### src/sv/sts_pkg.sv
// package for the sine tone unit: state codes, divider handshake types
// and the 256-point sine table; used by every other file but sts_if
`timescale 1ns / 1ps
`default_nettype none

package sts_pkg;

  localparam int DVD_W = 32;
  localparam int DVS_W = 16;
  localparam int CNT_W = $clog2(DVD_W);

  localparam int MS_PER_S = 1000;
  localparam logic [12:0] FREQ_MAX = 13'd8000;
  localparam logic [15:0] LEN_MAX = 16'hFFFF;

  typedef enum logic [3:0] {
    S_IDLE,
    S_LEN,
    S_PER,
    S_RUN,
    S_IDX,
    S_POS,
    S_FIN,
    S_FINW,
    S_FOUT,
    S_FOUTW,
    S_STEP,
    S_OUT
  } state_t;

  typedef struct packed {
    logic             start;
    logic [DVD_W-1:0] dividend;
    logic [DVS_W-1:0] divisor;
  } div_req_t;

  typedef struct packed {
    logic             done;
    logic [DVD_W-1:0] quotient;
  } div_rsp_t;

  localparam logic signed [15:0] SINE_PTS [0:255] = '{
    16'sd0, 16'sd804, 16'sd1607, 16'sd2410, 16'sd3211, 16'sd4011, 16'sd4807, 16'sd5601,
    16'sd6392, 16'sd7179, 16'sd7961, 16'sd8739, 16'sd9511, 16'sd10278, 16'sd11038,
    16'sd11792, 16'sd12539, 16'sd13278, 16'sd14009, 16'sd14732, 16'sd15446, 16'sd16151,
    16'sd16845, 16'sd17530, 16'sd18204, 16'sd18867, 16'sd19519, 16'sd20159, 16'sd20787,
    16'sd21402, 16'sd22004, 16'sd22594, 16'sd23169, 16'sd23731, 16'sd24278, 16'sd24811,
    16'sd25329, 16'sd25831, 16'sd26318, 16'sd26789, 16'sd27244, 16'sd27683, 16'sd28105,
    16'sd28510, 16'sd28898, 16'sd29268, 16'sd29621, 16'sd29955, 16'sd30272, 16'sd30571,
    16'sd30851, 16'sd31113, 16'sd31356, 16'sd31580, 16'sd31785, 16'sd31971, 16'sd32137,
    16'sd32284, 16'sd32412, 16'sd32520, 16'sd32609, 16'sd32678, 16'sd32727, 16'sd32757,
    16'sd32767, 16'sd32757, 16'sd32727, 16'sd32678, 16'sd32609, 16'sd32520, 16'sd32412,
    16'sd32284, 16'sd32137, 16'sd31971, 16'sd31785, 16'sd31580, 16'sd31356, 16'sd31113,
    16'sd30851, 16'sd30571, 16'sd30272, 16'sd29955, 16'sd29621, 16'sd29268, 16'sd28898,
    16'sd28510, 16'sd28105, 16'sd27683, 16'sd27244, 16'sd26789, 16'sd26318, 16'sd25831,
    16'sd25329, 16'sd24811, 16'sd24278, 16'sd23731, 16'sd23169, 16'sd22594, 16'sd22004,
    16'sd21402, 16'sd20787, 16'sd20159, 16'sd19519, 16'sd18867, 16'sd18204, 16'sd17530,
    16'sd16845, 16'sd16151, 16'sd15446, 16'sd14732, 16'sd14009, 16'sd13278, 16'sd12539,
    16'sd11792, 16'sd11038, 16'sd10278, 16'sd9511, 16'sd8739, 16'sd7961, 16'sd7179,
    16'sd6392, 16'sd5601, 16'sd4807, 16'sd4011, 16'sd3211, 16'sd2410, 16'sd1607, 16'sd804,
    16'sd0, -16'sd804, -16'sd1607, -16'sd2410, -16'sd3211, -16'sd4011, -16'sd4807,
    -16'sd5601, -16'sd6392, -16'sd7179, -16'sd7961, -16'sd8739, -16'sd9511, -16'sd10278,
    -16'sd11038, -16'sd11792, -16'sd12539, -16'sd13278, -16'sd14009, -16'sd14732,
    -16'sd15446, -16'sd16151, -16'sd16845, -16'sd17530, -16'sd18204, -16'sd18867,
    -16'sd19519, -16'sd20159, -16'sd20787, -16'sd21402, -16'sd22004, -16'sd22594,
    -16'sd23169, -16'sd23731, -16'sd24278, -16'sd24811, -16'sd25329, -16'sd25831,
    -16'sd26318, -16'sd26789, -16'sd27244, -16'sd27683, -16'sd28105, -16'sd28510,
    -16'sd28898, -16'sd29268, -16'sd29621, -16'sd29955, -16'sd30272, -16'sd30571,
    -16'sd30851, -16'sd31113, -16'sd31356, -16'sd31580, -16'sd31785, -16'sd31971,
    -16'sd32137, -16'sd32284, -16'sd32412, -16'sd32520, -16'sd32609, -16'sd32678,
    -16'sd32727, -16'sd32757, -16'sd32767, -16'sd32757, -16'sd32727, -16'sd32678,
    -16'sd32609, -16'sd32520, -16'sd32412, -16'sd32284, -16'sd32137, -16'sd31971,
    -16'sd31785, -16'sd31580, -16'sd31356, -16'sd31113, -16'sd30851, -16'sd30571,
    -16'sd30272, -16'sd29955, -16'sd29621, -16'sd29268, -16'sd28898, -16'sd28510,
    -16'sd28105, -16'sd27683, -16'sd27244, -16'sd26789, -16'sd26318, -16'sd25831,
    -16'sd25329, -16'sd24811, -16'sd24278, -16'sd23731, -16'sd23169, -16'sd22594,
    -16'sd22004, -16'sd21402, -16'sd20787, -16'sd20159, -16'sd19519, -16'sd18867,
    -16'sd18204, -16'sd17530, -16'sd16845, -16'sd16151, -16'sd15446, -16'sd14732,
    -16'sd14009, -16'sd13278, -16'sd12539, -16'sd11792, -16'sd11038, -16'sd10278,
    -16'sd9511, -16'sd8739, -16'sd7961, -16'sd7179, -16'sd6392, -16'sd5601, -16'sd4807,
    -16'sd4011, -16'sd3211, -16'sd2410, -16'sd1607, -16'sd804
  };

endpackage

`default_nettype wire

### src/sv/sts_if.sv
// valid/ready channel interfaces for the sine tone unit: tick beats in,
// sample beats out; no dependencies
`timescale 1ns / 1ps
`default_nettype none

interface sts_tick_if;
  logic        valid;
  logic        ready;
  logic        action;
  logic [12:0] freq_hz;
  logic [11:0] duration_ms;

  modport source (output valid, output action, output freq_hz, output duration_ms,
                  input ready);
  modport sink (input valid, input action, input freq_hz, input duration_ms,
                output ready);
endinterface

interface sts_res_if;
  logic               valid;
  logic               ready;
  logic signed [15:0] sample;
  logic               note_done;

  modport source (output valid, output sample, output note_done, input ready);
  modport sink (input valid, input sample, input note_done, output ready);
endinterface

`default_nettype wire

### src/sv/sine_tone_with_fade_unit.sv
// top level of the sine tone unit: sequencer, note state and output register
// depends on sts_pkg, sts_if and sts_div
`timescale 1ns / 1ps
`default_nettype none

// Each tick beat yields one sample beat. A tick that advances a tone divides
// for the table index and the table rescale, and once more for each fade
// ramp that applies; a tick that starts a note first works out its length
// and, unless it is a rest, its period. A tick inside a rest and an idle
// tick need no divide. All of these share the one bit-serial divider, which
// does the length, period, table index, table rescale and both fade ramps
// in turn. A new tick is taken while the previous sample still waits in the
// output register; a sample that finds the register still occupied waits
// until that beat is taken.
module sine_tone_with_fade_unit #(
  parameter int SAMPLE_RATE_HZ = 16000,
  parameter int TABLE_SIZE     = 256,
  parameter int FADE_SAMPLES   = 128
) (
  input wire logic clk,
  input wire logic rst,
  sts_tick_if.sink tick,
  sts_res_if.source result
);
  import sts_pkg::*;

  localparam int PER_W = $clog2(SAMPLE_RATE_HZ + 1);
  localparam logic [DVD_W-1:0] SR_C   = DVD_W'(SAMPLE_RATE_HZ);
  localparam logic [DVD_W-1:0] TS_C   = DVD_W'(TABLE_SIZE);
  localparam logic [DVS_W-1:0] TS_DVS = DVS_W'(TABLE_SIZE);
  localparam logic [DVS_W-1:0] FD_DVS = DVS_W'(FADE_SAMPLES);
  localparam logic [DVS_W-1:0] MS_DVS = DVS_W'(MS_PER_S);
  localparam logic [16:0]      FD_17  = 17'(FADE_SAMPLES);

  state_t state, state_next;

  logic [PER_W-1:0] phase_count, phase_count_next;
  logic [PER_W-1:0] period_len, period_len_next;
  logic [15:0]      elapsed, elapsed_next;
  logic [15:0]      note_len, note_len_next;
  logic             rest_flag, rest_flag_next;
  logic             active, active_next;
  logic [12:0]      freq, freq_next;
  logic [14:0]      mag, mag_next;
  logic             neg, neg_next;
  logic [15:0]      smp, smp_next;
  logic             done, done_next;

  logic             div_start, div_start_next;
  logic [DVD_W-1:0] div_dvd, div_dvd_next;
  logic [DVS_W-1:0] div_dvs, div_dvs_next;

  logic             out_valid, out_valid_next;
  logic [15:0]      out_sample, out_sample_next;
  logic             out_done, out_done_next;

  div_req_t div_req;
  div_rsp_t div_rsp;

  logic               take;
  logic               out_free;
  logic signed [15:0] tval;

  assign div_req.start    = div_start;
  assign div_req.dividend = div_dvd;
  assign div_req.divisor  = div_dvs;

  sts_div u_div (
    .clk (clk),
    .rst (rst),
    .req (div_req),
    .rsp (div_rsp)
  );

  assign tick.ready      = (state == S_IDLE);
  assign take            = tick.valid && tick.ready;
  assign out_free        = !out_valid || result.ready;
  assign result.valid    = out_valid;
  assign result.sample   = out_sample;
  assign result.note_done = out_done;
  assign tval            = SINE_PTS[div_rsp.quotient[7:0]];

  always_ff @(posedge clk) begin
    if (rst) begin
      state       <= S_IDLE;
      phase_count <= '0;
      period_len  <= '0;
      elapsed     <= '0;
      note_len    <= '0;
      rest_flag   <= 1'b0;
      active      <= 1'b0;
      div_start   <= 1'b0;
      out_valid   <= 1'b0;
    end else begin
      state       <= state_next;
      phase_count <= phase_count_next;
      period_len  <= period_len_next;
      elapsed     <= elapsed_next;
      note_len    <= note_len_next;
      rest_flag   <= rest_flag_next;
      active      <= active_next;
      div_start   <= div_start_next;
      out_valid   <= out_valid_next;
    end
  end

  always_ff @(posedge clk) begin
    freq       <= freq_next;
    mag        <= mag_next;
    neg        <= neg_next;
    smp        <= smp_next;
    done       <= done_next;
    div_dvd    <= div_dvd_next;
    div_dvs    <= div_dvs_next;
    out_sample <= out_sample_next;
    out_done   <= out_done_next;
  end

  always_comb begin
    state_next       = state;
    phase_count_next = phase_count;
    period_len_next  = period_len;
    elapsed_next     = elapsed;
    note_len_next    = note_len;
    rest_flag_next   = rest_flag;
    active_next      = active;
    freq_next        = freq;
    mag_next         = mag;
    neg_next         = neg;
    smp_next         = smp;
    done_next        = done;
    div_start_next   = 1'b0;
    div_dvd_next     = div_dvd;
    div_dvs_next     = div_dvs;
    out_valid_next   = out_valid && !result.ready;
    out_sample_next  = out_sample;
    out_done_next    = out_done;

    case (state)
      S_IDLE: begin
        if (take) begin
          done_next = 1'b0;
          smp_next  = '0;
          if (tick.action) begin
            elapsed_next     = '0;
            phase_count_next = '0;
            rest_flag_next   = (tick.freq_hz == '0);
            freq_next        = (tick.freq_hz > FREQ_MAX) ? FREQ_MAX : tick.freq_hz;
            div_start_next   = 1'b1;
            div_dvd_next     = SR_C * DVD_W'(tick.duration_ms);
            div_dvs_next     = MS_DVS;
            state_next       = S_LEN;
          end else if (active) begin
            state_next = S_RUN;
          end else begin
            state_next = S_OUT;
          end
        end
      end
      S_LEN: begin
        if (div_rsp.done) begin
          if (div_rsp.quotient > DVD_W'(LEN_MAX)) begin
            note_len_next = LEN_MAX;
          end else begin
            note_len_next = div_rsp.quotient[15:0];
          end
          active_next = (div_rsp.quotient != '0);
          if (div_rsp.quotient == '0) begin
            done_next = 1'b1;
          end
          if (rest_flag) begin
            period_len_next = '0;
            state_next      = (div_rsp.quotient != '0) ? S_RUN : S_OUT;
          end else begin
            div_start_next = 1'b1;
            div_dvd_next   = SR_C;
            div_dvs_next   = DVS_W'(freq);
            state_next     = S_PER;
          end
        end
      end
      S_PER: begin
        if (div_rsp.done) begin
          period_len_next = div_rsp.quotient[PER_W-1:0];
          state_next      = active ? S_RUN : S_OUT;
        end
      end
      S_RUN: begin
        if (rest_flag) begin
          mag_next   = '0;
          neg_next   = 1'b0;
          state_next = S_STEP;
        end else begin
          div_start_next = 1'b1;
          div_dvd_next   = DVD_W'(phase_count) * TS_C;
          div_dvs_next   = DVS_W'(period_len);
          state_next     = S_IDX;
        end
      end
      S_IDX: begin
        if (div_rsp.done) begin
          div_start_next = 1'b1;
          div_dvd_next   = {div_rsp.quotient[DVD_W-9:0], 8'd0};
          div_dvs_next   = TS_DVS;
          state_next     = S_POS;
        end
      end
      S_POS: begin
        if (div_rsp.done) begin
          neg_next   = tval[15];
          mag_next   = tval[15] ? 15'(-tval) : tval[14:0];
          state_next = S_FIN;
        end
      end
      S_FIN: begin
        if (elapsed < 16'(FADE_SAMPLES)) begin
          div_start_next = 1'b1;
          div_dvd_next   = DVD_W'(mag) * DVD_W'(elapsed);
          div_dvs_next   = FD_DVS;
          state_next     = S_FINW;
        end else begin
          state_next = S_FOUT;
        end
      end
      S_FINW: begin
        if (div_rsp.done) begin
          mag_next   = div_rsp.quotient[14:0];
          state_next = S_FOUT;
        end
      end
      S_FOUT: begin
        if (({1'b0, elapsed} + FD_17) > {1'b0, note_len}) begin
          div_start_next = 1'b1;
          div_dvd_next   = DVD_W'(mag) * DVD_W'(note_len - elapsed);
          div_dvs_next   = FD_DVS;
          state_next     = S_FOUTW;
        end else begin
          state_next = S_STEP;
        end
      end
      S_FOUTW: begin
        if (div_rsp.done) begin
          mag_next   = div_rsp.quotient[14:0];
          state_next = S_STEP;
        end
      end
      S_STEP: begin
        smp_next = neg ? (16'd0 - {1'b0, mag}) : {1'b0, mag};
        if (({1'b0, elapsed} + 17'd1) >= {1'b0, note_len}) begin
          done_next   = 1'b1;
          active_next = 1'b0;
        end
        elapsed_next = elapsed + 16'd1;
        if (period_len != '0) begin
          if ((phase_count + 1'b1) == period_len) begin
            phase_count_next = '0;
          end else begin
            phase_count_next = phase_count + 1'b1;
          end
        end
        state_next = S_OUT;
      end
      S_OUT: begin
        if (out_free) begin
          out_valid_next  = 1'b1;
          out_sample_next = smp;
          out_done_next   = done;
          state_next      = S_IDLE;
        end
      end
      default: begin
        state_next = S_IDLE;
      end
    endcase
  end

endmodule

`default_nettype wire

### src/sv/sts_div.sv
// bit-serial restoring divider, one quotient bit per clock
// depends on sts_pkg for widths and the request/response structs
`timescale 1ns / 1ps
`default_nettype none

module sts_div (
  input  wire logic              clk,
  input  wire logic              rst,
  input  wire sts_pkg::div_req_t req,
  output sts_pkg::div_rsp_t      rsp
);
  import sts_pkg::*;

  logic [DVS_W-1:0] rem;
  logic [DVD_W-1:0] quo;
  logic [DVS_W-1:0] dvs;
  logic [CNT_W-1:0] cnt;
  logic             busy;
  logic             done;

  logic [DVS_W:0]   trial;
  logic [DVS_W:0]   diff;
  logic             fits;

  assign trial = {rem, quo[DVD_W-1]};
  assign diff  = trial - {1'b0, dvs};
  assign fits  = trial >= {1'b0, dvs};

  always_ff @(posedge clk) begin
    if (rst) begin
      busy <= 1'b0;
      done <= 1'b0;
      cnt  <= '0;
    end else begin
      done <= 1'b0;
      if (req.start) begin
        busy <= 1'b1;
        cnt  <= CNT_W'(DVD_W - 1);
      end else if (busy) begin
        if (cnt == '0) begin
          busy <= 1'b0;
          done <= 1'b1;
        end else begin
          cnt <= cnt - 1'b1;
        end
      end
    end
  end

  always_ff @(posedge clk) begin
    if (req.start) begin
      rem <= '0;
      quo <= req.dividend;
      dvs <= req.divisor;
    end else if (busy) begin
      rem <= fits ? diff[DVS_W-1:0] : trial[DVS_W-1:0];
      quo <= {quo[DVD_W-2:0], fits};
    end
  end

  assign rsp.done     = done;
  assign rsp.quotient = quo;

endmodule

`default_nettype wire

### src/flat_wrapper.sv
// flat-port wrapper written by rule: the top's interface ports become plain ports
module sine_tone_with_fade_unit_flat import sts_pkg::*;
#(
  parameter int SAMPLE_RATE_HZ = 16000,
  parameter int TABLE_SIZE     = 256,
  parameter int FADE_SAMPLES   = 128
)
  (clk, rst, tick_valid, tick_action, tick_freq_hz, tick_duration_ms, tick_ready, result_valid, result_sample, result_note_done, result_ready);
  sts_tick_if tick_i ();
  sts_res_if result_i ();
  input wire logic clk;
  input wire logic rst;
  input wire logic [$bits(tick_i.valid)-1:0] tick_valid;
  input wire logic [$bits(tick_i.action)-1:0] tick_action;
  input wire logic [$bits(tick_i.freq_hz)-1:0] tick_freq_hz;
  input wire logic [$bits(tick_i.duration_ms)-1:0] tick_duration_ms;
  output wire logic [$bits(tick_i.ready)-1:0] tick_ready;
  output wire logic [$bits(result_i.valid)-1:0] result_valid;
  output wire logic [$bits(result_i.sample)-1:0] result_sample;
  output wire logic [$bits(result_i.note_done)-1:0] result_note_done;
  input wire logic [$bits(result_i.ready)-1:0] result_ready;
  assign tick_i.valid = tick_valid;
  assign tick_i.action = tick_action;
  assign tick_i.freq_hz = tick_freq_hz;
  assign tick_i.duration_ms = tick_duration_ms;
  assign tick_ready = tick_i.ready;
  assign result_valid = result_i.valid;
  assign result_sample = result_i.sample;
  assign result_note_done = result_i.note_done;
  assign result_i.ready = result_ready;
  sine_tone_with_fade_unit #(.SAMPLE_RATE_HZ(SAMPLE_RATE_HZ), .TABLE_SIZE(TABLE_SIZE), .FADE_SAMPLES(FADE_SAMPLES)) u_core (.clk(clk), .rst(rst), .tick(tick_i), .result(result_i));
endmodule
### config.mk
export PLATFORM = sky130hd
export DESIGN_NAME = sine_tone_with_fade_unit_flat
export DESIGN_NICKNAME = d
export VERILOG_FILES = /design/src/sv/sts_pkg.sv /design/src/sv/sts_if.sv /design/src/sv/sine_tone_with_fade_unit.sv /design/src/sv/sts_div.sv /design/src/flat_wrapper.sv
export SDC_FILE = /design/constraint.sdc
export NUM_CORES = 2
export LEC_CHECK = 0
export ABC_AREA = 1
export BUFFER_PORTS_ARGS = -buffer_cell sky130_fd_sc_hd__buf_2
export CORE_MARGIN = 2
export CORE_UTILIZATION = 63
export CTS_BUF_LIST = sky130_fd_sc_hd__clkbuf_8
export DETAILED_ROUTE_END_ITERATION = 12
export GPL_TIMING_DRIVEN = 0
export PLACE_DENSITY = 0.8
export SLEW_MARGIN = 10
export SYNTH_ARGS = -nofsm -noshare
export SYNTH_HDL_FRONTEND = slang
export SYNTH_SLANG_ARGS = --single-unit
### constraint.sdc
create_clock -name clk -period 18.15 [get_ports clk]
set_input_delay 1.815 -clock clk [delete_from_list [all_inputs] [get_ports clk]]
set_output_delay 1.815 -clock clk [all_outputs]
set_load 0.02 [all_outputs]
=== Word level (Yosys, flattened, before mapping) ===
Memory sizes are Yosys's and may differ from the RTL's.
Index checks and enable logic that the tools add are counted.

* Register bits after elaboration: 250
* ROM bits: 4096
* Input port bits: 30
* Output and inout port bits: 19
* Logic and storage cells: 201
* Memories kept: 1

* Add/subtract/negate cells: 9
* Multipliers: 3
* Order comparisons: 7
* Equality and inequality tests: 32
* Multiplexer cells: 88
* Bitwise logic cells: 2
* Reduce and logical (&&, ||, !) cells: 35

{| class="wikitable"
|+ Memories
! name !! words !! bits a word !! rd ports !! clocked after memory_dff !! write ports !! line !! source
|-
| (no name shown) || 256 || 16 || 1 || 0 || 0 || sine_tone_with_fade_unit.sv:81 || <nowiki>assign tval = SINE_PTS[div_rsp.quotient[7:0]];</nowiki>
|}

{| class="wikitable"
|+ Operators by type and width
! operator !! number
|-
| two-way mux 32 bit || 10
|-
| two-way mux 16 bit || 16
|-
| case mux 32 bit (6 select lines) || 1
|-
| two-way mux 14 bit || 7
|-
| case mux 16 bit (6 select lines) || 1
|-
| case mux 16 bit (2 select lines) || 2
|-
| two-way mux 15 bit || 4
|-
| two-way mux 4 bit || 14
|-
| case mux 14 bit (2 select lines) || 2
|-
| case mux 4 bit (12 select lines) || 1
|-
| case mux 15 bit (3 select lines) || 1
|-
| >= comparator 17 x 16 -> 1 bit || 2
|-
| greater-than comparator 32 x 16 -> 1 bit, second input constant || 1
|-
| logical NOT 32 bit || 1
|-
| multiplier 15 x 32 -> 32 bit || 1
|-
| nonzero test 32 bit || 1
|-
| multiplier 15 x 16 -> 31 bit || 1
|-
| two-way mux 1 bit || 21
|-
| != test 2 x 1 -> 1 bit, second input constant || 10
|-
| != test 2 bit, second input constant || 10
|-
| multiplier 7 x 12 -> 19 bit, first input constant || 1
|-
| adder 16 x 1 -> 17 bit, second input constant || 1
|-
| adder 16 x 8 -> 17 bit, second input constant || 1
|-
| greater-than comparator 17 x 16 -> 1 bit || 1
|-
| other kinds (40) || 65
|}

=== Depth between registers and ports, before layout ===
* Depth in word-level cells: 8
* Gate-level depth with buffers: 37
* Depth with buffers taken out: 36

=== Hierarchy ===
Synthesis repeated with hierarchy kept, for this count alone.

* Cell total of the unflattened synthesis: 5033
* Area, all modules: 37760.0 sq um

{| class="wikitable"
|+ By module, submodules not included
! module !! instances !! cells each !! area an instance (sq um) !! sequential area each (sq um)
|-
| sine_tone_with_fade_unit || 1 || 4514 || 33656.0 || 4634.4
|-
| sts_div || 1 || 519 || 4103.9 || 1901.8
|}

=== Least setup slack after synthesis ===
Ideal clock, no wire load.

* Path type: flip-flop to flip-flop
* Start point: reg u_core.elapsed[7]
* End point: reg u_core.div_dvd[23] (data pin)
* Library setup time: 272 ps
* Data arrival time: 7229 ps
* Required time: 17878 ps
* Slack: 10650 ps
* Cell stages (with the launch flop): 38
* Path buffers: 2
* Clock period less this slack: 7500 ps
* Path through: dfxtp_1 -> clkbuf_1 -> buf_1 -> inv_1 -> ha_1 -> nor2_1 -> nand2_1 -> o21ai_1 -> a21oi_1 -> o21bai_1 -> nand2_1 -> nand2_1 -> a21oi_1 -> or2_1 -> nand2_2 -> nor2_1 -> fa_1 -> inv_1 -> (+2 left out) -> fa_1 -> fa_1 -> fa_1 -> inv_1 -> fa_1 -> inv_1 -> ha_1 -> nand2_1 -> nor2_1 -> nand3_1 -> nand3_1 -> a21oi_1 -> o21ai_0 -> nand2_1 -> nand2_1 -> a21oi_1 -> o21ai_0 -> o2111ai_1

* Cells in the longest elaborated chain, start to end: 4
* Elaborated cells between the ends (all ways): 6
* Those cells by class: add/sub (1); mul (2); mux (3)

{| class="wikitable"
|+ RTL lines
! item !! line !! source
|-
| start: declaration || sine_tone_with_fade_unit.sv:39 || <nowiki>logic [15:0] elapsed, elapsed_next;</nowiki>
|-
| start signal: assignment || sine_tone_with_fade_unit.sv:98 || <nowiki>elapsed <= elapsed_next;</nowiki>
|-
| subtractor 16 x 16 -> 17 bit || sine_tone_with_fade_unit.sv:234 || <nowiki>div_dvd_next = DVD_W'(mag) * DVD_W'(note_len - elapsed);</nowiki>
|-
| multiplier 15 x 32 -> 32 bit || sine_tone_with_fade_unit.sv:234 ||
|-
| two-way mux 32 bit || sine_tone_with_fade_unit.sv:232 || <nowiki>if (({1'b0, elapsed} + FD_17) > {1'b0, note_len}) begin</nowiki>
|-
| case mux 32 bit (6 select lines) * || sine_tone_with_fade_unit.sv:139 || <nowiki>case (state)</nowiki>
|-
| via u_core.div_dvd_next[23] || sine_tone_with_fade_unit.sv:50 || <nowiki>logic [DVD_W-1:0] div_dvd, div_dvd_next;</nowiki>
|-
| end signal: assignment || sine_tone_with_fade_unit.sv:113 || <nowiki>div_dvd <= div_dvd_next;</nowiki>
|-
| end: declaration || sine_tone_with_fade_unit.sv:50 ||
|}

Mark *: on every way through the listed nets, which the timed path passes. The rest lies on a longest branch. The select of a mux whose other input is x is not followed.
A chain may end at the register's enable or synchronous reset.

=== Final worst setup path ===
* Start point: reg u_core.elapsed[7]
* End point: reg u_core.div_dvd[25] (data pin)

Same word-level chain as after synthesis.

==> results.json <==
{
  "clk_path_buf_depth": 3,
  "cts_setup_buffers": 0,
  "period_needed_ns": 9.608,
  "clk_pin_slew_ns": 0.07,
  "synth_top_area_share_pct": 25.45,
  "finalWirelength_um": 137300,
  "pwr-share-seq_pct": 15.8,
  "ys.flop_type": "edfxtp_1",
  "synthDistinctLibCells": 67,
  "hold_violations": 0,
  "grt_overflow_total": 0,
  "syn_avg_cell_area_um2": 7.498,
  "p_clk_share_pct": 9.8,
  "path_max_fanout": 10,
  "yosys_warnings": 0,
  "insertion_delay_ns": 0.67,
  "combPwrFrac_pct": 74.4,
  "min_period_over_period_pct": 52.94,
  "final_util_pct": 67.65,
  "worstPathRequired_ns": 18.49,
  "synthArstFlopShare_pct": 0,
  "grt_max_degree": 31,
  "antenna_found_initial": 10,
  "setup_ws_ns": 8.542,
  "cts_resized": 0,
  "place_congestion": 1.113,
  "first_pass_iters": 11,
  "finalClockSkew_ns": 0.07120,
  "routed-wl-met3_um": 20490,
  "ctsRootBufferMaster": "clkbuf_8",
  "hold_path.class": "reg -> reg",
  "finalMaxSlewViolations": 0,
  "r2r_setup_slack_ns": 8.54,
  "critical_path_class": "reg -> reg",
  "grt_pass1_vias": 35400,
  "rsz0062_at_grt": "no",
  "synthesis.nets": 5704,
  "power.internal_mw": 2.421,
  "wl_per_cell_um": 23.63,
  "worstMarginPinSlew_ns": 1.473,
  "placed_cell_area_mm2": 0.03810,
  "setup_viol": 0,
  "via_per_inst": 6.241,
  "rows": 88,
  "report.power.total_mw": 5.692,
  "critPathSlowestCell": "xnor2_1",
  "critPathArrivalTime_ns": 9.95,
  "max_freq_mhz": 104.1,
  "initial_core_util_pct": 63.81,
  "drt_iter0_drc": 5065,
  "synth_cells": 4910,
  "grt_use_total_pct": 46.01,
  "num-nets-final": 5803,
  "seq_area_frac_synth_pct": 17.59,
  "htreeDepth": 2,
  "hold_ws_ns": 0.4062,
  "yosysTopAreaCell": "fa_1",
  "yosys-top-cells-area": "fa_1 25%, edfxtp_1 13%, nand2_1 12%",
  "dp_hpwl_um": 110200,
  "core_mm2": 0.05770,
  "max_slew_margin_pct": 0.9218,
  "ant_nets": 0,
  "drc_errors": 0,
  "holdBufCountCts": 0,
  "grt_pass1_wl_um": 207900,
  "numCtsBuffers": 44,
  "cts.sinks": 246,
  "dieWidth_um": 245.7,
  "fp.dieH_um": 245.7,
  "portBuffers": 47,
  "tns_ns": 0,
  "met2_length_um": 57040,
  "setup.worst_path.start_class": "flip-flop",
  "fill_cells": 4722,
  "p_leak_nw": 20.14,
  "route.top_layer_used": "met5",
  "dieArea_mm2": 0.06039,
  "ys_ff_latch": 246,
  "power.share.switching_pct": 57.47,
  "p_sw_mw": 3.271,
  "maxCapViolations": 1,
  "final_area_mm2": 0.03903,
  "instances_no_fill": 5812,
  "layout-drive-gt1-share_pct": 5.095,
  "syn2layout_area_growth_pct": 6.029,
  "cts_tree": "built",
  "status": "finished, violations left",
  "synth_enable_flop_cells": 155,
  "violations": "capacitance limit",
  "power_density_mw_per_mm2": 145.8,
  "syn_area_mm2": 0.03681,
  "endpoint_kind": "flip-flop",
  "ioPinCount": 49,
  "post-place-ws_ns": 8.846,
  "route.vias.total": 36270,
  "wl_met1_um": 52250,
  "ir_worst_vdd_mv": 0.3766,
  "cpPeakStageDelay_ns": 0.96,
  "dp.cells": 5728
}
## worst max-delay path, delay by kind of cell, from the launching register on
family | cells | cell delay [ns]
XOR/XNOR | 1 | 0.96
adder cells (fa/ha/maj) | 8 | 3.94
AO/OA/AOI/OAI | 6 | 1.14
buffers and inverters | 9 | 2.05
flip-flops | 1 | 0.42
AND/OR/NAND/NOR | 8 | 0.78
## placed cells by master (no fill, tap or decap), types with 16 or more instances in the layout
master | synthesis | routed
a21oi_1 | 293 | 292
a31oi_1 | 26 | 26
buf_1 | 16 | 16
buf_2 | 26 | 73
buf_6 | 14 | 17
clkbuf_1 | 118 | 117
clkbuf_8 | 0 | 51
dfxtp_1 | 91 | 91
edfxtp_1 | 155 | 155
fa_1 | 468 | 468
ha_1 | 296 | 296
inv_1 | 890 | 903
nand2_1 | 1182 | 1182
nand3_1 | 279 | 279
nand4_1 | 51 | 51
nor2_1 | 395 | 394
nor3_1 | 56 | 55
o211ai_1 | 20 | 20
o21ai_0 | 221 | 221
or2_2 | 25 | 25
xnor2_1 | 18 | 18
xor2_1 | 53 | 53
## worst paths after layout
| check | startpoint | end | cells past startpoint |
|---|---|---|---|
| worst min-delay path | u_core.smp[8]$_SDFFCE_PN0P_ | u_core.result.sample[8]$_DFFE_PP_ | 0 |
| worst max register to register | u_core.elapsed[7]$_SDFFE_PP0P_ | u_core.div_dvd[25]$_DFFE_PP_ | 32 |
| worst max-delay path | u_core.elapsed[7]$_SDFFE_PP0P_ | u_core.div_dvd[25]$_DFFE_PP_ | 32 |
| worst min register to register | u_core.smp[8]$_SDFFCE_PN0P_ | u_core.result.sample[8]$_DFFE_PP_ | 0 |
## per-layer routing
metal | vias up | track usage [%]
li1 | 15700 | -
met1 | 17180 | 62.10
met2 | 2781 | 67.08
met3 | 599 | 15.65
met4 | 14 | 20.57
met5 | - | 0
## state kept, by name, summed over array words and instances, names as in the netlist, 4 cells and up
register              count
u_core.u_div.dvs         14
u_core.div_dvd           32
u_core.state              4
u_core.note_len          16
u_core.period_len        14
u_core.smp               16
u_core.result.sample     16
u_core.phase_count       14
u_core.mag               15
u_core.elapsed           16
u_core.freq              13
u_core.div_dvs           14
u_core.u_div.cnt          5
u_core.u_div.rem         16
u_core.u_div.quo         32
## power by group through the flow
stage | logic (mW) | clock network, mW | registers [mW]
after floorplan | 2.74 | 0 | 0.866
after global placement | 3.89 | 0 | 0.906
after detailed placement | 4.03 | 0 | 0.900
after CTS | 4.07 | 0.553 | 0.891
after global routing | 4.55 | 0.578 | 0.904
final | 4.23 | 0.560 | 0.898
## cells in the mapped netlist (6+ instances only)
master / number
a221oi_1: 7
a21boi_0: 6
o21ai_0: 221
o211ai_1: 20
inv_2: 11
nand3b_1: 12
xnor2_1: 18
o22ai_1: 13
a21oi_1: 293
xor2_1: 53
fa_1: 468
or2_2: 25
ha_1: 296
buf_4: 10
o2111ai_1: 10
buf_1: 16
nand2_2: 12
nand3_1: 279
buf_2: 26
nand2_1: 1182
nor4_1: 12
nand4_1: 51
a21o_1: 14
nor2_1: 395
inv_1: 890
nor2_2: 14
buf_6: 14
edfxtp_1: 155
clkinv_1: 14
nor3_1: 56
o21bai_1: 11
a31oi_1: 26
clkbuf_1: 118
dfxtp_1: 91
o21ai_1: 12
## area by class of cell
class                      count  area, um2  share of cell area (%)
antenna                        3      7.507                 0.01923
buffer                       186      887.1                   2.273
clock buffer                  51      701.9                   1.798
clock inverter                30      221.5                  0.5674
inverter                     917       3447                   8.831
multi-input combinational   3561      26020                   66.65
sequential                   246       6476                   16.59
tap                          765      957.2                   2.452
timing repair buffer          53      319.1                  0.8174
## cell families after synthesis
| logic type | after synthesis | share of synthesized area (%) |
|---|---|---|
| AO/OA/AOI/OAI | 674 | 10.26 |
| buffers and inverters | 1103 | 11.77 |
| flip-flops | 246 | 17.59 |
| AND/OR/NAND/NOR | 2052 | 23.18 |
| adder cells (fa/ha/maj) | 764 | 35.51 |
| XOR/XNOR | 71 | 1.689 |
No activity file was read; power rests on OpenSTA's default activity.
